`config.mk`:
```
export PLATFORM = sky130hd
export DESIGN_NAME = ovw_front
export DESIGN_NICKNAME = d
export VERILOG_FILES = /design/src/rtl/ovw_pkg.sv /design/src/rtl/ovw_front.sv
export VERILOG_INCLUDE_DIRS = /design/src /design/src/rtl
export SDC_FILE = /design/constraint.sdc
export NUM_CORES = 1
export LEC_CHECK = 0
export BUFFER_PORTS_ARGS = -buffer_cell sky130_fd_sc_hd__buf_2
export CAP_MARGIN = 10
export CORE_MARGIN = 8
export CORE_UTILIZATION = 32
export CTS_CLUSTER_SIZE = 14
export DETAILED_ROUTE_END_ITERATION = 10
export GPL_TIMING_DRIVEN = 0
export SLEW_MARGIN = 20
export SYNTH_ARGS = -nofsm -noshare
export SYNTH_HDL_FRONTEND = slang
export SYNTH_SLANG_ARGS = --single-unit
export TNS_END_PERCENT = 1
```
`constraint.sdc`:
```
create_clock -name clk -period 4.48 [get_ports clk]
set_input_delay 0.224 -clock clk [delete_from_list [all_inputs] [get_ports clk]]
set_output_delay 0.224 -clock clk [all_outputs]
set_load 0.01 [all_outputs]
```
`src/rtl/outline_vertex_welder_defines.svh`:
```
// ----------------------------------------------------------------------------
// Outline vertex welder assertion macros
// Concurrent check wrappers, compiled out for synthesis.
// ----------------------------------------------------------------------------
`ifndef OUTLINE_VERTEX_WELDER_DEFINES_SVH
`define OUTLINE_VERTEX_WELDER_DEFINES_SVH
`ifndef SYNTHESIS
`define OVW_ASSERT(lbl, clk, rstn, prop) \
	lbl: assert property (@(posedge clk) disable iff (!rstn) prop) \
		else $error("ovw assertion failed");
`define OVW_ASSERT_NR(lbl, clk, prop) \
	lbl: assert property (@(posedge clk) prop) else $error("ovw assertion failed");
`else
`define OVW_ASSERT(lbl, clk, rstn, prop)
`define OVW_ASSERT_NR(lbl, clk, prop)
`endif
`endif

```
`src/rtl/ovw_pkg.sv`:
```
// ----------------------------------------------------------------------------
// Outline vertex welder package
// Command and result records shared by the front, back and result queue.
// ----------------------------------------------------------------------------
`default_nettype none
package ovw_pkg;
	typedef enum logic [2:0] {
		FUNC_CLEAR = 3'd0,
		FUNC_MOVE  = 3'd1,
		FUNC_LINE  = 3'd2,
		FUNC_CONIC = 3'd3,
		FUNC_CUBIC = 3'd4
	} func_t;

	typedef enum logic [2:0] {
		KIND_VERTEX     = 3'd0,
		KIND_START      = 3'd1,
		KIND_LINE       = 3'd2,
		KIND_CURVE      = 3'd3,
		KIND_CUBIC_ERR  = 3'd4,
		KIND_NO_CONTOUR = 3'd5,
		KIND_FULL       = 3'd6,
		KIND_CLEAR      = 3'd7
	} kind_t;

	typedef struct packed {
		func_t       op;
		logic [15:0] cx;
		logic [15:0] cy;
		logic [15:0] tx;
		logic [15:0] ty;
	} cmd_t;

	typedef struct packed {
		kind_t       kind;
		logic [7:0]  index_a;
		logic [7:0]  index_b;
		logic [7:0]  index_c;
		logic [15:0] vert_x;
		logic [15:0] vert_y;
		logic [15:0] contour_number;
		logic        last;
	} res_t;

	localparam res_t RES_ZERO = '{kind: KIND_VERTEX, default: '0};
endpackage
`default_nettype wire

```
`src/rtl/ovw_front.sv`:
```
// ----------------------------------------------------------------------------
// Outline vertex welder front
// Accepts commands, drops unused codes and queues the rest for the back.
// ----------------------------------------------------------------------------
`default_nettype none
`include "outline_vertex_welder_defines.svh"
module ovw_front import ovw_pkg::*; (
	input  wire logic        clk,
	input  wire logic        arst_n,
	input  wire logic        push,
	output logic             full,
	input  wire logic [2:0]  func,
	input  wire logic [15:0] ctrl_x,
	input  wire logic [15:0] ctrl_y,
	input  wire logic [15:0] to_x,
	input  wire logic [15:0] to_y,
	output logic             cmd_valid,
	output cmd_t             cmd,
	input  wire logic        cmd_pop
);
	cmd_t       cq_q [2];
	logic       wp_q, rp_q;
	logic [1:0] cnt_q;
	logic       keep, wr, rd;

	always_comb begin
		unique case (func)
			FUNC_CLEAR, FUNC_MOVE, FUNC_LINE, FUNC_CONIC, FUNC_CUBIC: keep = 1'b1;
			default: keep = 1'b0;
		endcase
	end

	assign full      = (cnt_q == 2'd2);
	assign wr        = push & ~full & keep;
	assign cmd_valid = (cnt_q != 2'd0);
	assign rd        = cmd_pop & cmd_valid;
	assign cmd       = cq_q[rp_q];

	always_ff @(posedge clk or negedge arst_n) begin
		if (!arst_n) begin
			wp_q  <= 1'b0;
			rp_q  <= 1'b0;
			cnt_q <= 2'd0;
		end else begin
			if (wr) begin
				wp_q <= ~wp_q;
			end
			if (rd) begin
				rp_q <= ~rp_q;
			end
			cnt_q <= cnt_q + {1'b0, wr} - {1'b0, rd};
		end
	end

	always_ff @(posedge clk) begin
		if (wr) begin
			cq_q[wp_q] <= '{op: func_t'(func), cx: ctrl_x, cy: ctrl_y, tx: to_x, ty: to_y};
		end
	end

	`OVW_ASSERT(a_front_no_underflow, clk, arst_n, cmd_pop |-> cmd_valid)
	`OVW_ASSERT_NR(a_front_cnt, clk, !arst_n || (cnt_q != 2'd3))
	`OVW_ASSERT(a_front_drop, clk, arst_n, (push && !full && !keep) |=> cnt_q == $past(cnt_q) - {1'b0, $past(rd)})
endmodule
`default_nettype wire

```
After elaboration in Yosys (flattened, before gate mapping)
Memory sizes are Yosys's and may differ from the RTL's.
Cells that the tools add are included.
- multiplexer cells: 3
- add/subtract/negate cells: 2
- reduce and logical (&&, ||, !) cells: 3
- eq/ne operators: 5
- bitwise gates (word level): 6
- operators by type and width (operator ; number):
    $eq A3 B2 Y1 const B ; 2
    $reduce_or A5 Y1 ; 1
    $and A1 B1 Y1 ; 3
    $eq A3 B1 Y1 const B ; 1
    $eq A3 B3 Y1 const B ; 1
    $logic_not A3 Y1 ; 1
    $mux W1 ; 3
    $not A1 Y1 ; 3
    $add A2 B1 Y2 ; 1
    $eq A2 B2 Y1 const B ; 1
    $reduce_bool A2 Y1 ; 1
    $sub A2 B1 Y2 ; 1
- register bits: 4
- memories kept: 1
- RAM bits: 134
- memory list (name ; depth ; width ; read ports ; clocked after memory_dff ; wr ports ; RTL line ; text):
    cq_q ; 2 ; 67 ; 1 ; 0 ; 1 ; ovw_front.sv:21 ; cmd_t cq_q [2];

Logic depth before layout (Yosys ltp)
- depth in word-level cells: 6
- gate-level depth with buffers: 7
- mapped depth without buffers: 7

Worst setup path before layout
OpenSTA, ideal clock, no wires.
- path kind: reg-to-reg
- start: reg cnt_q[1]
- end: mem cq_q[0][0] (netlist name), enable pin
- path buffers: 0
- clock period less this slack: 4098 ps
- arrival time: 3605 ps
- data required time: 3987 ps
- slack: 382 ps
- cell stages (with the launch flop): 4
- setup time: 493 ps
- cell sequence: dfrtp_1 nor2b_1 nand3b_1 nor2_1
- cells in the longest elaborated chain, start to end: 6
- RTL lines (element ; RTL line ; text):
    from (decl) ; ovw_front.sv:23 ; logic [1:0] cnt_q;
    from (signal assigned) ; ovw_front.sv:51 ; cnt_q <= cnt_q + {1'b0, wr} - {1'b0, rd};
    $eq A2 B2 Y1 ; ovw_front.sv:33 ; assign full = (cnt_q == 2'd2);
    named net full ; ovw_front.sv:11 ; output logic full,
    $not A1 Y1 ; ovw_front.sv:34 ; assign wr = push & ~full & keep;
    $and A1 B1 Y1 (2 in a row) ; ovw_front.sv:34 ;
    $mux W1 ; ovw_front.sv:56 ; if (wr) begin
    $mux W1 (not written as such) ; ovw_front.sv:57 ; cq_q[wp_q] <= '{op: func_t'(func), cx: ctrl_x, cy: ctrl_y, tx: to_x, ty: to_y};
    to (decl) ; ovw_front.sv:21 ;
The timed path passes the listed nets, and every way through them passes these cells.

==> impl_metrics.env <==
export IMPL_seqPwrFrac_pct=39.8
export IMPL_grt_pass1_wl_um=17120
export IMPL_vias=2883
export IMPL_die_h_um=142.6
export IMPL_r2r_start="cnt_q[1]"
export IMPL_drive_above_1_share_pct=52.78
export IMPL_p_sw_share_pct=27.20
export IMPL_whs_path_depth=1
export IMPL_fill_cells=1387
export IMPL_rsz0062_at_grt="false"
export IMPL_slew_headroom_pct=77.43
export IMPL_fin_crit_sh_pct=42.32
export IMPL_synth_cell_type_count=17
export IMPL_status="finished, final reports clean"
export IMPL_cp_end_kind="output port"
export IMPL_root_buffer="clkbuf_16"
export IMPL_drtPass1Iterations=4
export IMPL_dieArea_um2=20350
export IMPL_core_area_um2=15770
export IMPL_regToRegSetupSlack_ns=2.63
export IMPL_synth_area_um2=5132
export IMPL_grt_pass1_vias=3294
export IMPL_clk_pin_slew_ns=0.05
export IMPL_antenna_found_initial=1
export IMPL_power_density_nw_per_um2=575.0
export IMPL_drtIter0Drc=85
export IMPL_cts_max_level=4
export IMPL_top_layer="met4"
export IMPL_critPathLaunchType="flop"
export IMPL_rr_worst_depth=7
export IMPL_wl_met1_um=4395
export IMPL_seq_area_frac_synth_pct=80.35
export IMPL_gp_congestion=0.6822
export IMPL_finish_utilization_pct=47.14
export IMPL_setup_violations=0
export IMPL_p_leak_nw=2.850
export IMPL_skew_ns=0.005820
export IMPL_synthCells=228
export IMPL_fmax_ghz=0.5275
export IMPL_p_switching_mw=1.162
export IMPL_cts_sinks=138
export IMPL_whs_ns=0.02390
export IMPL_arrival_ns=1.67
export IMPL_wl_um=11000
export IMPL_wl_met3_um=883
export IMPL_avgSynthCellArea_um2=22.51
export IMPL_setup_tns_ns=0
export IMPL_cts_tree="built"
export IMPL_min_delay_path_class="input port to flop"
export IMPL_grt_ovfl_total=0
export IMPL_worst_setup_path_type="flop to output port"
export IMPL_row_count=46
export IMPL_dpl_hpwl_um=7413
export IMPL_yosysWarnings=0
export IMPL_path_max_fanout=10
export IMPL_synth_nets=301
export IMPL_hold_end="cq_q[1][8]"
export IMPL_start_util_pct=32.55
export IMPL_tightest_slew_ns=0.3376
export IMPL_route_met2_wl_um=5600
export IMPL_ir_drop_mv=0.2887
export IMPL_r2r_end="cnt_q[1]"
export IMPL_cap_violations=0
export IMPL_ios=140
export IMPL_p_clk_share_pct=30.3
export IMPL_grtUsageTotal_pct=11.22
export IMPL_intPower_mw=3.112
export IMPL_required_ns=4.26
export IMPL_io_buffers=139
export IMPL_period_needed_ns=1.896
export IMPL_slew_violations=0
export IMPL_postCtsSetupRepairBufs=0
export IMPL_cts_buffer_depth=2
export IMPL_share_comb_of_total_power_pct=29.9
export IMPL_wire_per_inst_um=16.05
export IMPL_worstHoldStart="to_y[8]"
export IMPL_cts_made_buffers=17
export IMPL_vias_per_cell=4.209
export IMPL_grt_max_degree=25
export IMPL_startpoint="rp_q"
export IMPL_finalHoldViolCount=0
export IMPL_nets=529
export IMPL_post_cts_resized=0
export IMPL_clk_insertion_delay_late_ns=0.41
export IMPL_die_x_um=142.6
export IMPL_ys_seq_elements=138
export IMPL_ant_nets=0
export IMPL_drcViolationCount=0
export IMPL_area_delta_synth_final_pct=44.83
worst max-delay path by stage:
| stage | to | slack (ns) | depth (start not counted) |
|---|---|---|---|
| 2_1_floorplan | cq_q[0][0] | 0.38 | 3 |
| 3_3_place_gp | cq_q[1][18] | -1.41 | 3 |
| 3_5_place_dp | cnt_q[1] | 2.61 | 7 |
| 4_1_cts | cmd[39] | 2.52 | 5 |
| 5_1_grt | cmd[37] | 2.50 | 5 |
| 6_report | cmd[39] | 2.58 | 5 |
cells by family after synthesis:
group | synth area share, %
AO/OA/AOI/OAI | 0.09742
XOR/XNOR | 0.6827
adder cells (fa/ha/maj) | 0.4875
buffers and inverters | 1.560
flip-flops | 80.35
multiplexers | 16.16
AND/OR/NAND/NOR | 0.6586
worst max-delay path, stage by stage, from the launching register on:
cell and delay [ns]:
dfrtp_1 0.34, buf_6 0.12, buf_6 0.17, buf_8 0.18, mux2_4 0.31, buf_2 0.14
layout make-up:
cell class | count | area, µm² | area share (%)
antenna | 1 | 2.502 | 0.03366
buffer | 8 | 72.57 | 0.9763
timing repair buffer | 209 | 1471 | 19.79
tap | 216 | 270.3 | 3.636
sequential | 138 | 4124 | 55.48
multi-input combinational | 80 | 943.4 | 12.69
clock buffer | 20 | 436.7 | 5.874
clock inverter | 11 | 105.1 | 1.414
inverter | 2 | 7.507 | 0.1010
flip-flops by register name, summed over array words and instances, names as in the netlist:
signal and cells:
cq_q 134, cnt_q 2, rp_q 1, wp_q 1
stage by stage:
stage | cell area [µm²] | power (mW) | cells | setup slack, ns
2_1_floorplan | 5132 | 2.510 | 228 | 0.3819
3_3_place_gp | 6098 | 2.940 | 583 | -1.413
3_5_place_dp | 6248 | 3.000 | 589 | 2.614
4_1_cts | 7421 | 4.359 | 683 | 2.521
5_1_grt | 7433 | 4.500 | 685 | 2.499
6_report | 7433 | 4.274 | 685 | 2.584
cell usage after synthesis:
library cell  number  area, µm²
nor2b_1            1      6.260
mux2_4            20      300.3
o21ai_0            1      5.000
buf_8              2      30.03
ha_1               2      25.02
buf_6              2      22.52
buf_2              4      20.02
inv_1              2      7.510
nor2_1             2      7.510
or2_2              1      6.260
edfxtp_1         134       4024
and2_1             1      6.260
nand3b_1           1      7.510
dfrtp_1            4      100.1
xnor2_1            3      26.28
xor2_1             1      8.760
mux2_2            47      529.3
power by group through the flow:
stage	Clock [mW]	Combinational (mW)	Sequential, mW
global route	1.39	1.39	1.72
global placement	0	1.18	1.76
CTS	1.34	1.32	1.70
finish	1.29	1.28	1.70
floorplan	0	0.775	1.73
detailed placement	0	1.27	1.73
layer usage:
metal | up-vias | global-route usage, %
li1 | 1359 | -
met1 | 1418 | 11.99
met2 | 96 | 18.96
met3 | 10 | 5.509
met4 | 0 | 3.859
met5 | - | 0
repair_timing:
item | in CTS | in global routing
hold endpoints to repair | 127 | 2
endpoints found under the setup margin | 0 | 0
hold buffers | 63 | 1
placed cells by master, fill, tap and decap left out, types with 2 or more instances in the layout:
cell           instances
clkbuf_1               3
clkinvlp_4             2
clkinv_2               3
dfrtp_1                4
nor2_4                 2
mux2_2                47
clkinv_1               4
xnor2_1                3
buf_8                  2
mux2_4                20
dlygate4sd3_1         64
bufinv_16              2
ha_1                   2
buf_2                143
buf_6                  2
edfxtp_1             134
buf_16                 2
buf_12                 4
inv_1                  2
clkbuf_16             17
Power figures use the tool's default switching activity.
