--- src/rtl/outline_vertex_welder_defines.svh ---
// ----------------------------------------------------------------------------
// Outline vertex welder assertion macros
// Concurrent check wrappers, compiled out for synthesis.
// ----------------------------------------------------------------------------
`ifndef OUTLINE_VERTEX_WELDER_DEFINES_SVH
`define OUTLINE_VERTEX_WELDER_DEFINES_SVH
`ifndef SYNTHESIS
`define OVW_ASSERT(lbl, clk, rstn, prop) \
	lbl: assert property (@(posedge clk) disable iff (!rstn) prop) \
		else $error("ovw assertion failed");
`define OVW_ASSERT_NR(lbl, clk, prop) \
	lbl: assert property (@(posedge clk) prop) else $error("ovw assertion failed");
`else
`define OVW_ASSERT(lbl, clk, rstn, prop)
`define OVW_ASSERT_NR(lbl, clk, prop)
`endif
`endif

--- src/rtl/ovw_pkg.sv ---
// ----------------------------------------------------------------------------
// Outline vertex welder package
// Command and result records shared by the front, back and result queue.
// ----------------------------------------------------------------------------
`default_nettype none
package ovw_pkg;
	typedef enum logic [2:0] {
		FUNC_CLEAR = 3'd0,
		FUNC_MOVE  = 3'd1,
		FUNC_LINE  = 3'd2,
		FUNC_CONIC = 3'd3,
		FUNC_CUBIC = 3'd4
	} func_t;

	typedef enum logic [2:0] {
		KIND_VERTEX     = 3'd0,
		KIND_START      = 3'd1,
		KIND_LINE       = 3'd2,
		KIND_CURVE      = 3'd3,
		KIND_CUBIC_ERR  = 3'd4,
		KIND_NO_CONTOUR = 3'd5,
		KIND_FULL       = 3'd6,
		KIND_CLEAR      = 3'd7
	} kind_t;

	typedef struct packed {
		func_t       op;
		logic [15:0] cx;
		logic [15:0] cy;
		logic [15:0] tx;
		logic [15:0] ty;
	} cmd_t;

	typedef struct packed {
		kind_t       kind;
		logic [7:0]  index_a;
		logic [7:0]  index_b;
		logic [7:0]  index_c;
		logic [15:0] vert_x;
		logic [15:0] vert_y;
		logic [15:0] contour_number;
		logic        last;
	} res_t;

	localparam res_t RES_ZERO = '{kind: KIND_VERTEX, default: '0};
endpackage
`default_nettype wire

--- src/rtl/ovw_rq.sv ---
// ----------------------------------------------------------------------------
// Outline vertex welder result queue
// Four-entry queue that parts the back from the result consumer.
// ----------------------------------------------------------------------------
`default_nettype none
module ovw_rq import ovw_pkg::*; (
	input  wire logic clk,
	input  wire logic arst_n,
	input  wire logic wr,
	input  res_t      wdata,
	output logic      rq_full,
	output logic      empty,
	input  wire logic pop,
	output res_t      rdata
);
	res_t       q_q [4];
	logic [1:0] wp_q, rp_q;
	logic [2:0] cnt_q;
	logic       rd;

	assign rq_full = (cnt_q == 3'd4);
	assign empty   = (cnt_q == 3'd0);
	assign rd      = pop & ~empty;
	assign rdata   = q_q[rp_q];

	always_ff @(posedge clk or negedge arst_n) begin
		if (!arst_n) begin
			wp_q  <= 2'd0;
			rp_q  <= 2'd0;
			cnt_q <= 3'd0;
		end else begin
			if (wr) begin
				wp_q <= wp_q + 2'd1;
			end
			if (rd) begin
				rp_q <= rp_q + 2'd1;
			end
			cnt_q <= cnt_q + {2'b0, wr} - {2'b0, rd};
		end
	end

	always_ff @(posedge clk) begin
		if (wr) begin
			q_q[wp_q] <= wdata;
		end
	end
endmodule
`default_nettype wire

--- config.mk ---
export PLATFORM = sky130hd
export DESIGN_NAME = ovw_rq
export DESIGN_NICKNAME = d
export VERILOG_FILES = /design/src/rtl/outline_vertex_welder_defines.svh /design/src/rtl/ovw_pkg.sv /design/src/rtl/ovw_rq.sv
export SDC_FILE = /design/constraint.sdc
export NUM_CORES = 1
export LEC_CHECK = 0
export BUFFER_PORTS_ARGS = -buffer_cell sky130_fd_sc_hd__clkbuf_2
export CORE_MARGIN = 2
export CORE_UTILIZATION = 57
export CTS_CLUSTER_SIZE = 12
export DETAILED_ROUTE_END_ITERATION = 12
export PLACE_DENSITY_LB_ADDON = 0.05
export SLEW_MARGIN = 30
export SYNTH_ARGS = -nofsm -noshare
export SYNTH_HDL_FRONTEND = slang
export SYNTH_SLANG_ARGS = --single-unit
--- constraint.sdc ---
create_clock -name clk -period 3.5 [get_ports clk]
set_input_delay 0.35 -clock clk [delete_from_list [all_inputs] [get_ports clk]]
set_output_delay 0.35 -clock clk [all_outputs]
set_load 0.02 [all_outputs]
# Word-level counts from Yosys, hierarchy flattened
# Memories as Yosys holds them, arrays and structs flattened.
# Cells that the tools add are included.
# totals
register_bits	7
output_inout_bits	78
memories	1
elab_cells	14
ramBits	304
# mem_list
name	words	word_bits	read_ports	rd_ports_with_merged_regs	wr	line	source
q_q	4	76	1	0	1	ovw_rq.sv:16	res_t q_q [4];
# op_classes
n_eq_ne	1
bitwise_logic	2
reduce_logical	1
muxes	2
addsub	4
# op_table
cell	n
$add A2 B1 Y2 const B	2
$add A3 B1 Y3	1
$eq A3 B3 Y1 const B	1
$logic_not A3 Y1	1
$sub A3 B1 Y3	1
$mux W1	2
$and A1 B1 Y1	1
$not A1 Y1	1

# Longest topological paths before layout
# Gate-level depths: netlist (run 1).
# logic_depth
ltp_word	4
depth_mapped	9
ltp_nobuf	9

# Least setup slack after synthesis (run 1)
# No wires, ideal clock.
# synth_path
kind	flip-flop to flip-flop
start	register wp_q[0]
end	memory q_q[2][0] in the netlist's numbering (enable)
path_slack_ns	0.663
t_arrival_ns	2.395
setup_time_ns	0.442
period_less_slack_ns	2.837
n_path_buf	0
required_time_ns	3.058
stages_incl_launch_ff	4
path_cell_list	dfrtp_1 inv_1 ha_1 and2_1
# synth_rtl
element	line	source
from (decl)	ovw_rq.sv:17	logic [1:0] wp_q, rp_q;
from (signal assigned)	ovw_rq.sv:33	wp_q <= wp_q + 2'd1;
to (decl)	ovw_rq.sv:16	
# Straight into the memory's write port.

==> flow_summary.yaml, run 1 <==
timing:
  slew_headroom: 0.483
  drv_slew: 0
  fin_setup_tns_ns: 0
  finalCritPeriodShare: 0.809
  finalHoldViolations: 0
  tightest_slew_ns: 0.776
  setup_violations: 0
  clock_skew_ns: 0.00934
  rsz0062_at_grt: "no"
  min_period_ns: 2.83
  fmax_mhz: 353
finish:
  drive_gt1_frac: 0.448
  area_growth_pct: 17.8
  finalNetCount: 702
  n_antenna_cell: 0
synth:
  syn_area_sq_um: 11400
  async_reset_ff_frac: 0.0225
  synth.most_common_cell: "edfxtp_1"
  synthTopCellsByCount: "304 x edfxtp_1, 76 x mux4_2, 8 x buf_2"
  yosysWarnings: 0
  ys_types: 21
  ys_ff_latch: 311
  seq_area_frac_synth: 0.817
  yosysTopAreaCell: "edfxtp_1"
  synthCells: 434
  synth_area_leaders: "edfxtp_1 80%, mux4_2 15%, dfrtp_1 1.5%, ha_1 0.66%, buf_12 0.35%"
  syn_nets: 521
  yosys_most_used_dff: "edfxtp_1"
  synth_edf_count: 304
  yosysTopAreaCellShare: 0.802
  synth_area_per_cell_sq_um: 26.2
worst_hold_path:
  hold_depth: 1
  hp-class: "in -> reg"
  min_to: "q_q[0][31]"
  min_from: "wdata[31]"
detailed_routing:
  drt_iter0_drc: 246
  avgRoutedWirePerCell_um: 21.3
  vias: 5081
  drc_errors: 0
  dr.pass1.iters: 4
  via_per_inst: 5.67
  drt_wl_total_mm: 19.1
  ant_nets: 0
die:
  rows: 51
  ios: 158
  fp.dieH_um: 145
  die_w_um: 145
  coreArea_sq_um: 19500
  start_util: 0.583
  die-area_sq_um: 21100
clock_tree:
  clk_pin_slew_ns: 0.06
  cts_resized: 0
  clock_path_buffers: 3
  cts_made_buffers: 31
  clock_latency_ns: 0.53
  clock_sinks: 311
  cts_tree: "yes"
  htreeDepth: 1
  ctsRootBufferMaster: "clkbuf_16"
global_routing:
  grt_pass1_wl_mm: 30.5
  grt_pass1_vias: 5497
  gr-total-overflow: 0
  antenna_found_initial: 0
  grt_max_degree: 53
  grt_usage: 0.187
setup_path:
  critPathTopFamily: "flip-flops"
  cp_num_buf_inv: 2
  path_cells: "buf_4 -> mux4_2 -> clkbuf_2"
  max_stage_delay_ns: 0.74
  cpMaxStageDelayCell: "dfrtp_4"
  worst_r2r_startpoint: "cnt_q[1]"
  rrSetupSlack_ns: 1.28
  cp.arrival_ns: 2.48
  cp_max_fo: 24
  critPathKind: "reg -> out"
  start_kind: "flop"
  end_kind: "output port"
  worstReg2RegEnd: "cnt_q[2]"
  worst-path-stages: 3
  required_ns: 3.15
  rr_worst_depth: 9
outcome:
  outcome: "complete, no violations"
flow_run:
  cap_violations: 0
power:
  p_per_area_nw_per_um2: 867
  peakVddDrop_mv: 0.602
  p_leak_nw: 4.64
  finalPower_w: 0.0116
placement:
  finalWeightedCongestion: 0.686
  portBuffers: 157
  hpwl_mm: 11.2
per-stage QoR:
step | hold slack, ns | std cells | setup slack, ns | area [sq um] | utilization
3_5_place_dp | 0.196 | 845 | 1.13 | 12500 | 0.640
6_report | 0.0299 | 896 | 0.669 | 13400 | 0.687
3_3_place_gp | 0.193 | 845 | 1.14 | 12500 | 0.640
5_1_grt | 0.00787 | 896 | 0.458 | 13400 | 0.687
4_1_cts | 0.00412 | 896 | 0.543 | 13400 | 0.687
2_1_floorplan | 0.0544 | 434 | 0.663 | 11400 | -
power breakdown:
group | internal [W] | total (W) | leakage, nW | switching, W
Combinational | 0.00149 | 0.00351 | 1.33 | 0.00202
Sequential | 0.00488 | 0.00522 | 2.87 | 0.000339
Clock | 0.00168 | 0.00289 | 0.434 | 0.00121
Total | 0.00805 | 0.0116 | 4.64 | 0.00357
routing by layer:
metal  global-route usage  up-vias  wire, um
met5                    0        -         0
met4               0.0451        0       337
met3               0.0447       29      1250
met2                0.314      161      9730
met1                0.255     2670      7770
li1                     -     2221         -
cells by family after synthesis:
kind of cell	after synthesis	synth area share
flops	311	0.817
compound gates	3	0.00187
simple gates	7	0.00363
mux	76	0.150
buf+inv	25	0.0146
xor+xnor	5	0.00385
fa+ha+maj	7	0.00835
registers in the layout, indices dropped and copies added (netlist names):
signal / flops
cnt_q: 3
rp_q: 2
wp_q: 2
q_q: 304
cell type report:
type / count / area [sq um]
inverters: 7 / 26.3
flip-flops and latches: 311 / 9310
clock inverters: 5 / 21.3
multi-input cells: 98 / 1920
repair buffers: 166 / 933
fillers: 1292 / 6110
clock buffers: 44 / 865
well taps: 265 / 332
worst max path at each step:
stage,from,end,slack (ns)
floorplan,wp_q[0],q_q[2][0],0.66
global placement,rp_q[0],rdata[38],1.14
detailed placement,rp_q[0],rdata[38],1.13
CTS,rp_q[0],rdata[38],0.54
global route,rp_q[0],rdata[73],0.46
finish,rp_q[0],rdata[38],0.67
what timing repair did:
action                                 4_1_cts  5_1_grt
endpoints found under the hold margin       11        0
buffers inserted                             0        0
hold buffers                                 2        0
worst register-to-register path, cell delays in order (launching register included):
cell and delay, ns:
dfrtp_1 0.46, o31ai_1 0.37, inv_1 0.08, ha_1 0.27
inv_1 0.05, ha_1 0.13, inv_1 0.05, fa_1 0.41
xnor2_1 0.15, xnor2_1 0.13
cell usage in the layout, fill, tap and decap left out:
cell type	instances
fa_1	1
dfrtp_4	2
clkbuf_1	9
mux4_2	76
buf_12	6
clkinv_1	3
nor3b_1	1
clkbuf_8	4
dlygate4sd3_1	2
nand2_1	1
dfrtp_1	5
o31ai_1	1
clkinv_2	2
clkbuf_16	31
xnor2_1	4
inv_1	7
clkbuf_2	157
o311ai_0	1
o21ai_0	1
buf_4	1
xor2_1	1
and2_4	4
nor3_1	1
edfxtp_1	304
ha_1	6
Note: power is estimated with default switching activity, not from simulation.
==> run 2, diff against run 1 <==
--- a/config.mk
+++ b/config.mk
@@ -7,7 +7,7 @@
 export LEC_CHECK = 0
 export BUFFER_PORTS_ARGS = -buffer_cell sky130_fd_sc_hd__clkbuf_2
 export CORE_MARGIN = 2
-export CORE_UTILIZATION = 57
+export CORE_UTILIZATION = 51
 export CTS_CLUSTER_SIZE = 12
 export DETAILED_ROUTE_END_ITERATION = 12
 export PLACE_DENSITY_LB_ADDON = 0.05
==> constraint.sdc (replaced) <==
create_clock -name clk -period 2.5 [get_ports clk]
set_input_delay 0.25 -clock clk [delete_from_list [all_inputs] [get_ports clk]]
set_output_delay 0.25 -clock clk [all_outputs]
set_load 0.02 [all_outputs]
==> run 2 against run 1 <==
Via count rose by 6.1%. Largest cell class unchanged. Global-route usage fell by 0.96 points. Highest routed layer unchanged. Clock skew rose by 0.0025 ns.
==> flow_summary.yaml, run 2 (synthesized netlist as in run 1, its figures left out) <==
detailed_routing:
  drt_wl_total_mm: 20.7
  avgRoutedWirePerCell_um: 20.7
  vias: 5390
  drt_iter0_drc: 270
  drc_errors: 0
  ant_nets: 0
  dr.pass1.iters: 4
  via_per_inst: 5.41
timing:
  tightest_slew_ns: 0.519
  slew_headroom: 0.654
  fmax_mhz: 413
  fin_ws_ns: 0.0761
  finalCritPeriodShare: 0.970
  whs_ns: 0.0250
  finalHoldViolations: 0
  drv_slew: 0
  setup_violations: 0
  min_period_ns: 2.42
  rsz0062_at_grt: "yes"
  clock_skew_ns: 0.0118
die:
  rows: 54
  start_util: 0.520
  fp.dieH_um: 153
  coreArea_sq_um: 21900
  die_w_um: 153
  ios: 158
  die-area_sq_um: 23500
power:
  power.switching_w: 0.00517
  p_leak_nw: 5.03
  power.share.sequential: 0.428
  power_frac_clock: 0.248
  p_per_area_nw_per_um2: 1170
  peakVddDrop_mv: 0.907
  p_int_w: 0.0115
  combPwrFrac: 0.325
  swShare: 0.309
setup_path:
  crit_path_start: "rp_q[0]"
  worstReg2RegEnd: "cnt_q[2]"
  end_kind: "output port"
  cp.arrival_ns: 2.17
  start_kind: "flop"
  path_cells: "buf_16 -> mux4_2 -> clkbuf_2"
  worst-path-stages: 3
  required_ns: 2.25
  max_stage_delay_ns: 0.61
  cp_max_fo: 56
  rr_worst_depth: 9
  worst_r2r_startpoint: "cnt_q[1]"
  cp_num_buf_inv: 2
  critPathTopFamily: "multiplexers"
  cpMaxStageDelayCell: "mux4_2"
  critPathKind: "reg -> out"
  crit_path_end: "rdata[44]"
  rrSetupSlack_ns: 0.26
global_routing:
  grt_pass1_vias: 5896
  gr-total-overflow: 0
  grt_max_degree: 57
  grt_pass1_wl_mm: 32.4
  grt_usage: 0.178
  antenna_found_initial: 0
clock_tree:
  htreeDepth: 1
  cts_tree: "yes"
  clock_latency_ns: 0.54
  clock_sinks: 311
  clk_pin_slew_ns: 0.06
  ctsRootBufferMaster: "clkbuf_16"
  cts_made_buffers: 31
  clock_path_buffers: 3
finish:
  finalNetCount: 786
  largest_register_ffs: 304
  n_antenna_cell: 0
  area_growth_pct: 25.9
  largest-register: "q_q"
  layout_common_cells: "304 x edfxtp_1, 151 x clkbuf_2, 77 x dlygate4sd3_1"
  drive_gt1_frac: 0.410
  reg_top3: "q_q (304), cnt_q (3)"
  layout_commonest_cell: "edfxtp_1"
placement:
  pre_cts_slack_ns: 0.264
  finalWeightedCongestion: 0.687
  portBuffers: 157
  hpwl_mm: 11.8
worst_hold_path:
  hp-class: "in -> reg"
flow_run:
  cap_violations: 0
outcome:
  outcome: "complete, no violations"
==> run 2: worst min-delay path: stages <==
cell and delay (ns):
clkbuf_2 0.10, o31ai_1 0.09, xnor2_1 0.08
==> run 2: power groups by stage <==
stage	logic [W]	clock network (W)	registers [W]
floorplan	0.00377	0	0.00710
global placement	0.00527	0	0.00723
detailed placement	0.00529	0	0.00731
CTS	0.00541	0.00425	0.00720
global route	0.00584	0.00445	0.00723
finish	0.00543	0.00414	0.00715
==> run 2: worst min path at each step <==
stage / start / end / slack [ns] / cells after the start
final: pop / rp_q[0] / 0.03 / 3
after global routing: wr / wp_q[0] / 0.03 / 2
after CTS: pop / rp_q[0] / 0.004 / 3
after detailed placement: arst_n / cnt_q[0] / 0.11 / 1
after global placement: arst_n / cnt_q[0] / 0.09 / 1
after floorplan: arst_n / cnt_q[0] / -0.05 / 0
==> run 2: layer usage <==
metal | global-route usage | vias up | wire [um] | part of all wire
li1 | - | 2392 | - | -
met1 | 0.238 | 2822 | 8640 | 0.42
met2 | 0.302 | 152 | 10600 | 0.51
met3 | 0.0414 | 24 | 1180 | 0.057
met4 | 0.0415 | 0 | 281 | 0.014
met5 | 0 | - | 0 | 0
==> run 2: per-stage QoR <==
stage	TNS [ns]	total power [W]	instance area (sq um)	util	instances
after floorplan	0	0.0109	11400	-	434
after global placement	0	0.0125	12600	0.576	868
after CTS	0	0.0169	14300	0.653	996
after detailed placement	0	0.0126	12600	0.576	868
after global routing	-0.0752	0.0175	14300	0.655	997
final	0	0.0167	14300	0.655	997
==> run 2: layout make-up <==
class,count,area [sq um]
flip-flops and latches,311,9310
fillers,1504,7550
multi-input cells,98,1920
repair buffers,250,1820
clock buffers,46,882
well taps,280,350
clock inverters,5,26.3
inverters,7,26.3
==> run 2: what timing repair did <==
action / in CTS / in global routing
endpoints found under the hold margin: 311 / 0
setup buffers: 0 / 1
gates resized for setup: 0 / 11
setup endpoints to repair: 0 / 55
hold buffers: 77 / 0
==> run 3, diff against run 2 <==
--- a/config.mk
+++ b/config.mk
@@ -8,9 +8,11 @@
 export BUFFER_PORTS_ARGS = -buffer_cell sky130_fd_sc_hd__clkbuf_2
 export CORE_MARGIN = 2
 export CORE_UTILIZATION = 51
+export CTS_BUF_LIST = sky130_fd_sc_hd__clkbuf_16
 export CTS_CLUSTER_SIZE = 12
 export DETAILED_ROUTE_END_ITERATION = 12
 export PLACE_DENSITY_LB_ADDON = 0.05
+export RECOVER_POWER = 25
 export SLEW_MARGIN = 30
 export SYNTH_ARGS = -nofsm -noshare
 export SYNTH_HDL_FRONTEND = slang
==> run 3 against run 2 <==
First-iteration DRC count is 1.5% lower. Clock-buffer cell count fell by 15. Non-clock buffer count is the same. Clock power is 5% lower.
==> flow_summary.yaml, run 3 (synthesized netlist as in run 1, its figures left out) <==
outcome:
  outcome: "complete, no violations"
die:
  coreArea_sq_um: 21900
  die_w_um: 153
  start_util: 0.520
  fp.dieH_um: 153
  ios: 158
  rows: 54
  die-area_sq_um: 23500
setup_path:
  rr_worst_depth: 9
  worst_r2r_startpoint: "cnt_q[1]"
  end_kind: "output port"
  crit_path_start: "rp_q[0]"
  required_ns: 2.25
  critPathKind: "reg -> out"
  cp_max_fo: 56
  worstReg2RegEnd: "cnt_q[2]"
  cp.arrival_ns: 2.17
  start_kind: "flop"
  max_stage_delay_ns: 0.61
  rrSetupSlack_ns: 0.26
  path_cells: "buf_16 -> mux4_2 -> clkbuf_2"
  cpMaxStageDelayCell: "mux4_2"
worst_hold_path:
  hp-class: "in -> reg"
  min_to: "rp_q[0]"
  hold_depth: 3
  min_from: "pop"
timing:
  clock_skew_ns: 0.0235
  tightest_slew_ns: 0.521
  fmax_mhz: 413
  slew_headroom: 0.652
  rsz0062_at_grt: "yes"
  whs_ns: 0.0266
  drv_slew: 0
  setup_violations: 0
  min_period_ns: 2.42
  finalHoldViolations: 0
  finalCritPeriodShare: 0.967
  fin_setup_tns_ns: 0
global_routing:
  grt_pass1_vias: 5893
  grt_pass1_wl_mm: 32.4
  antenna_found_initial: 0
  grt_util_met1: 0.239
  gr-total-overflow: 0
  grt_max_degree: 57
  grt_use_met2: 0.299
  grt_usage: 0.177
  gr-usage-met3: 0.0400
  busiest_layer: "met2"
clock_tree:
  clock_sinks: 311
  clock_path_buffers: 3
  clock_latency_ns: 0.56
  cts_tree: "yes"
  htreeDepth: 1
  clk_pin_slew_ns: 0.06
  ctsRootBufferMaster: "clkbuf_16"
  cts_made_buffers: 31
finish:
  finalNetCount: 786
  layout_commonest_cell: "edfxtp_1"
  largest_register_ffs: 304
  area_growth_pct: 25.0
  layout_common_cells: "304 x edfxtp_1, 107 x clkbuf_2, 77 x dlygate4sd3_1"
  reg_top3: "q_q (304), cnt_q (3)"
  n_antenna_cell: 0
  largest-register: "q_q"
  drive_gt1_frac: 0.343
detailed_routing:
  drt_iter0_drc: 266
  drt_wl_total_mm: 20.7
  ant_nets: 0
  drc_errors: 0
  via_per_inst: 5.38
  avgRoutedWirePerCell_um: 20.7
  dr.pass1.iters: 4
  vias: 5361
placement:
  hpwl_mm: 11.8
  portBuffers: 157
  finalWeightedCongestion: 0.687
power:
  p_per_area_nw_per_um2: 1160
  p_leak_nw: 4.91
  finalPower_w: 0.0165
  peakVddDrop_mv: 0.903
flow_run:
  cap_violations: 0
-- run 3: critical path, delay by kind of cell, from the launching register on --
family | cells | cell delay (ns)
buffers and inverters | 2 | 0.55
DFF | 1 | 0.44
muxes | 1 | 0.61
-- run 3: worst max path at each step --
stage,endpoint,slack (ns),cells after the start
2_1_floorplan,cnt_q[2],0.40,9
3_3_place_gp,cnt_q[2],0.35,9
3_5_place_dp,cnt_q[2],0.26,9
4_1_cts,rdata[21],0.01,3
5_1_grt,rdata[73],-0.02,3
6_report,rdata[44],0.08,3
-- run 3: what timing repair did --
action                                 in CTS  in global routing
hold buffers                               77                  0
setup endpoints to repair                   0                 57
buffers inserted                            0                  1
endpoints found under the hold margin     311                  0
resized for setup                           0                 10
-- run 3: power by group --
group	total [W]	switching [W]	internal (W)
Clock	0.00395	0.00174	0.00221
Combinational	0.00539	0.00310	0.00229
Sequential	0.00715	0.000320	0.00683
-- run 3: through the flow --
step                      instance area, sq um  std cells  utilization  setup slack (ns)
after floorplan                          11400        434            -             0.403
after CTS                                14200        996        0.650           0.00992
after detailed placement                 12600        868        0.576             0.264
after global placement                   12600        868        0.576             0.347
after global routing                     14200        997        0.650           -0.0184
final                                    14200        997        0.650            0.0813
-- run 3: cell type report --
class	instances	area (sq um)
clock buffers	31	776
multi-input cells	98	1920
fillers	1540	7660
repair buffers	250	1760
inverters	7	26.3
clock inverters	20	82.6
well taps	280	350
flip-flops and latches	311	9310
-- run 3: per-layer routing --
layer	share of wire	vias up
met5	0	-
met4	0.017	0
met3	0.055	31
met2	0.50	132
met1	0.42	2809
li1	-	2389
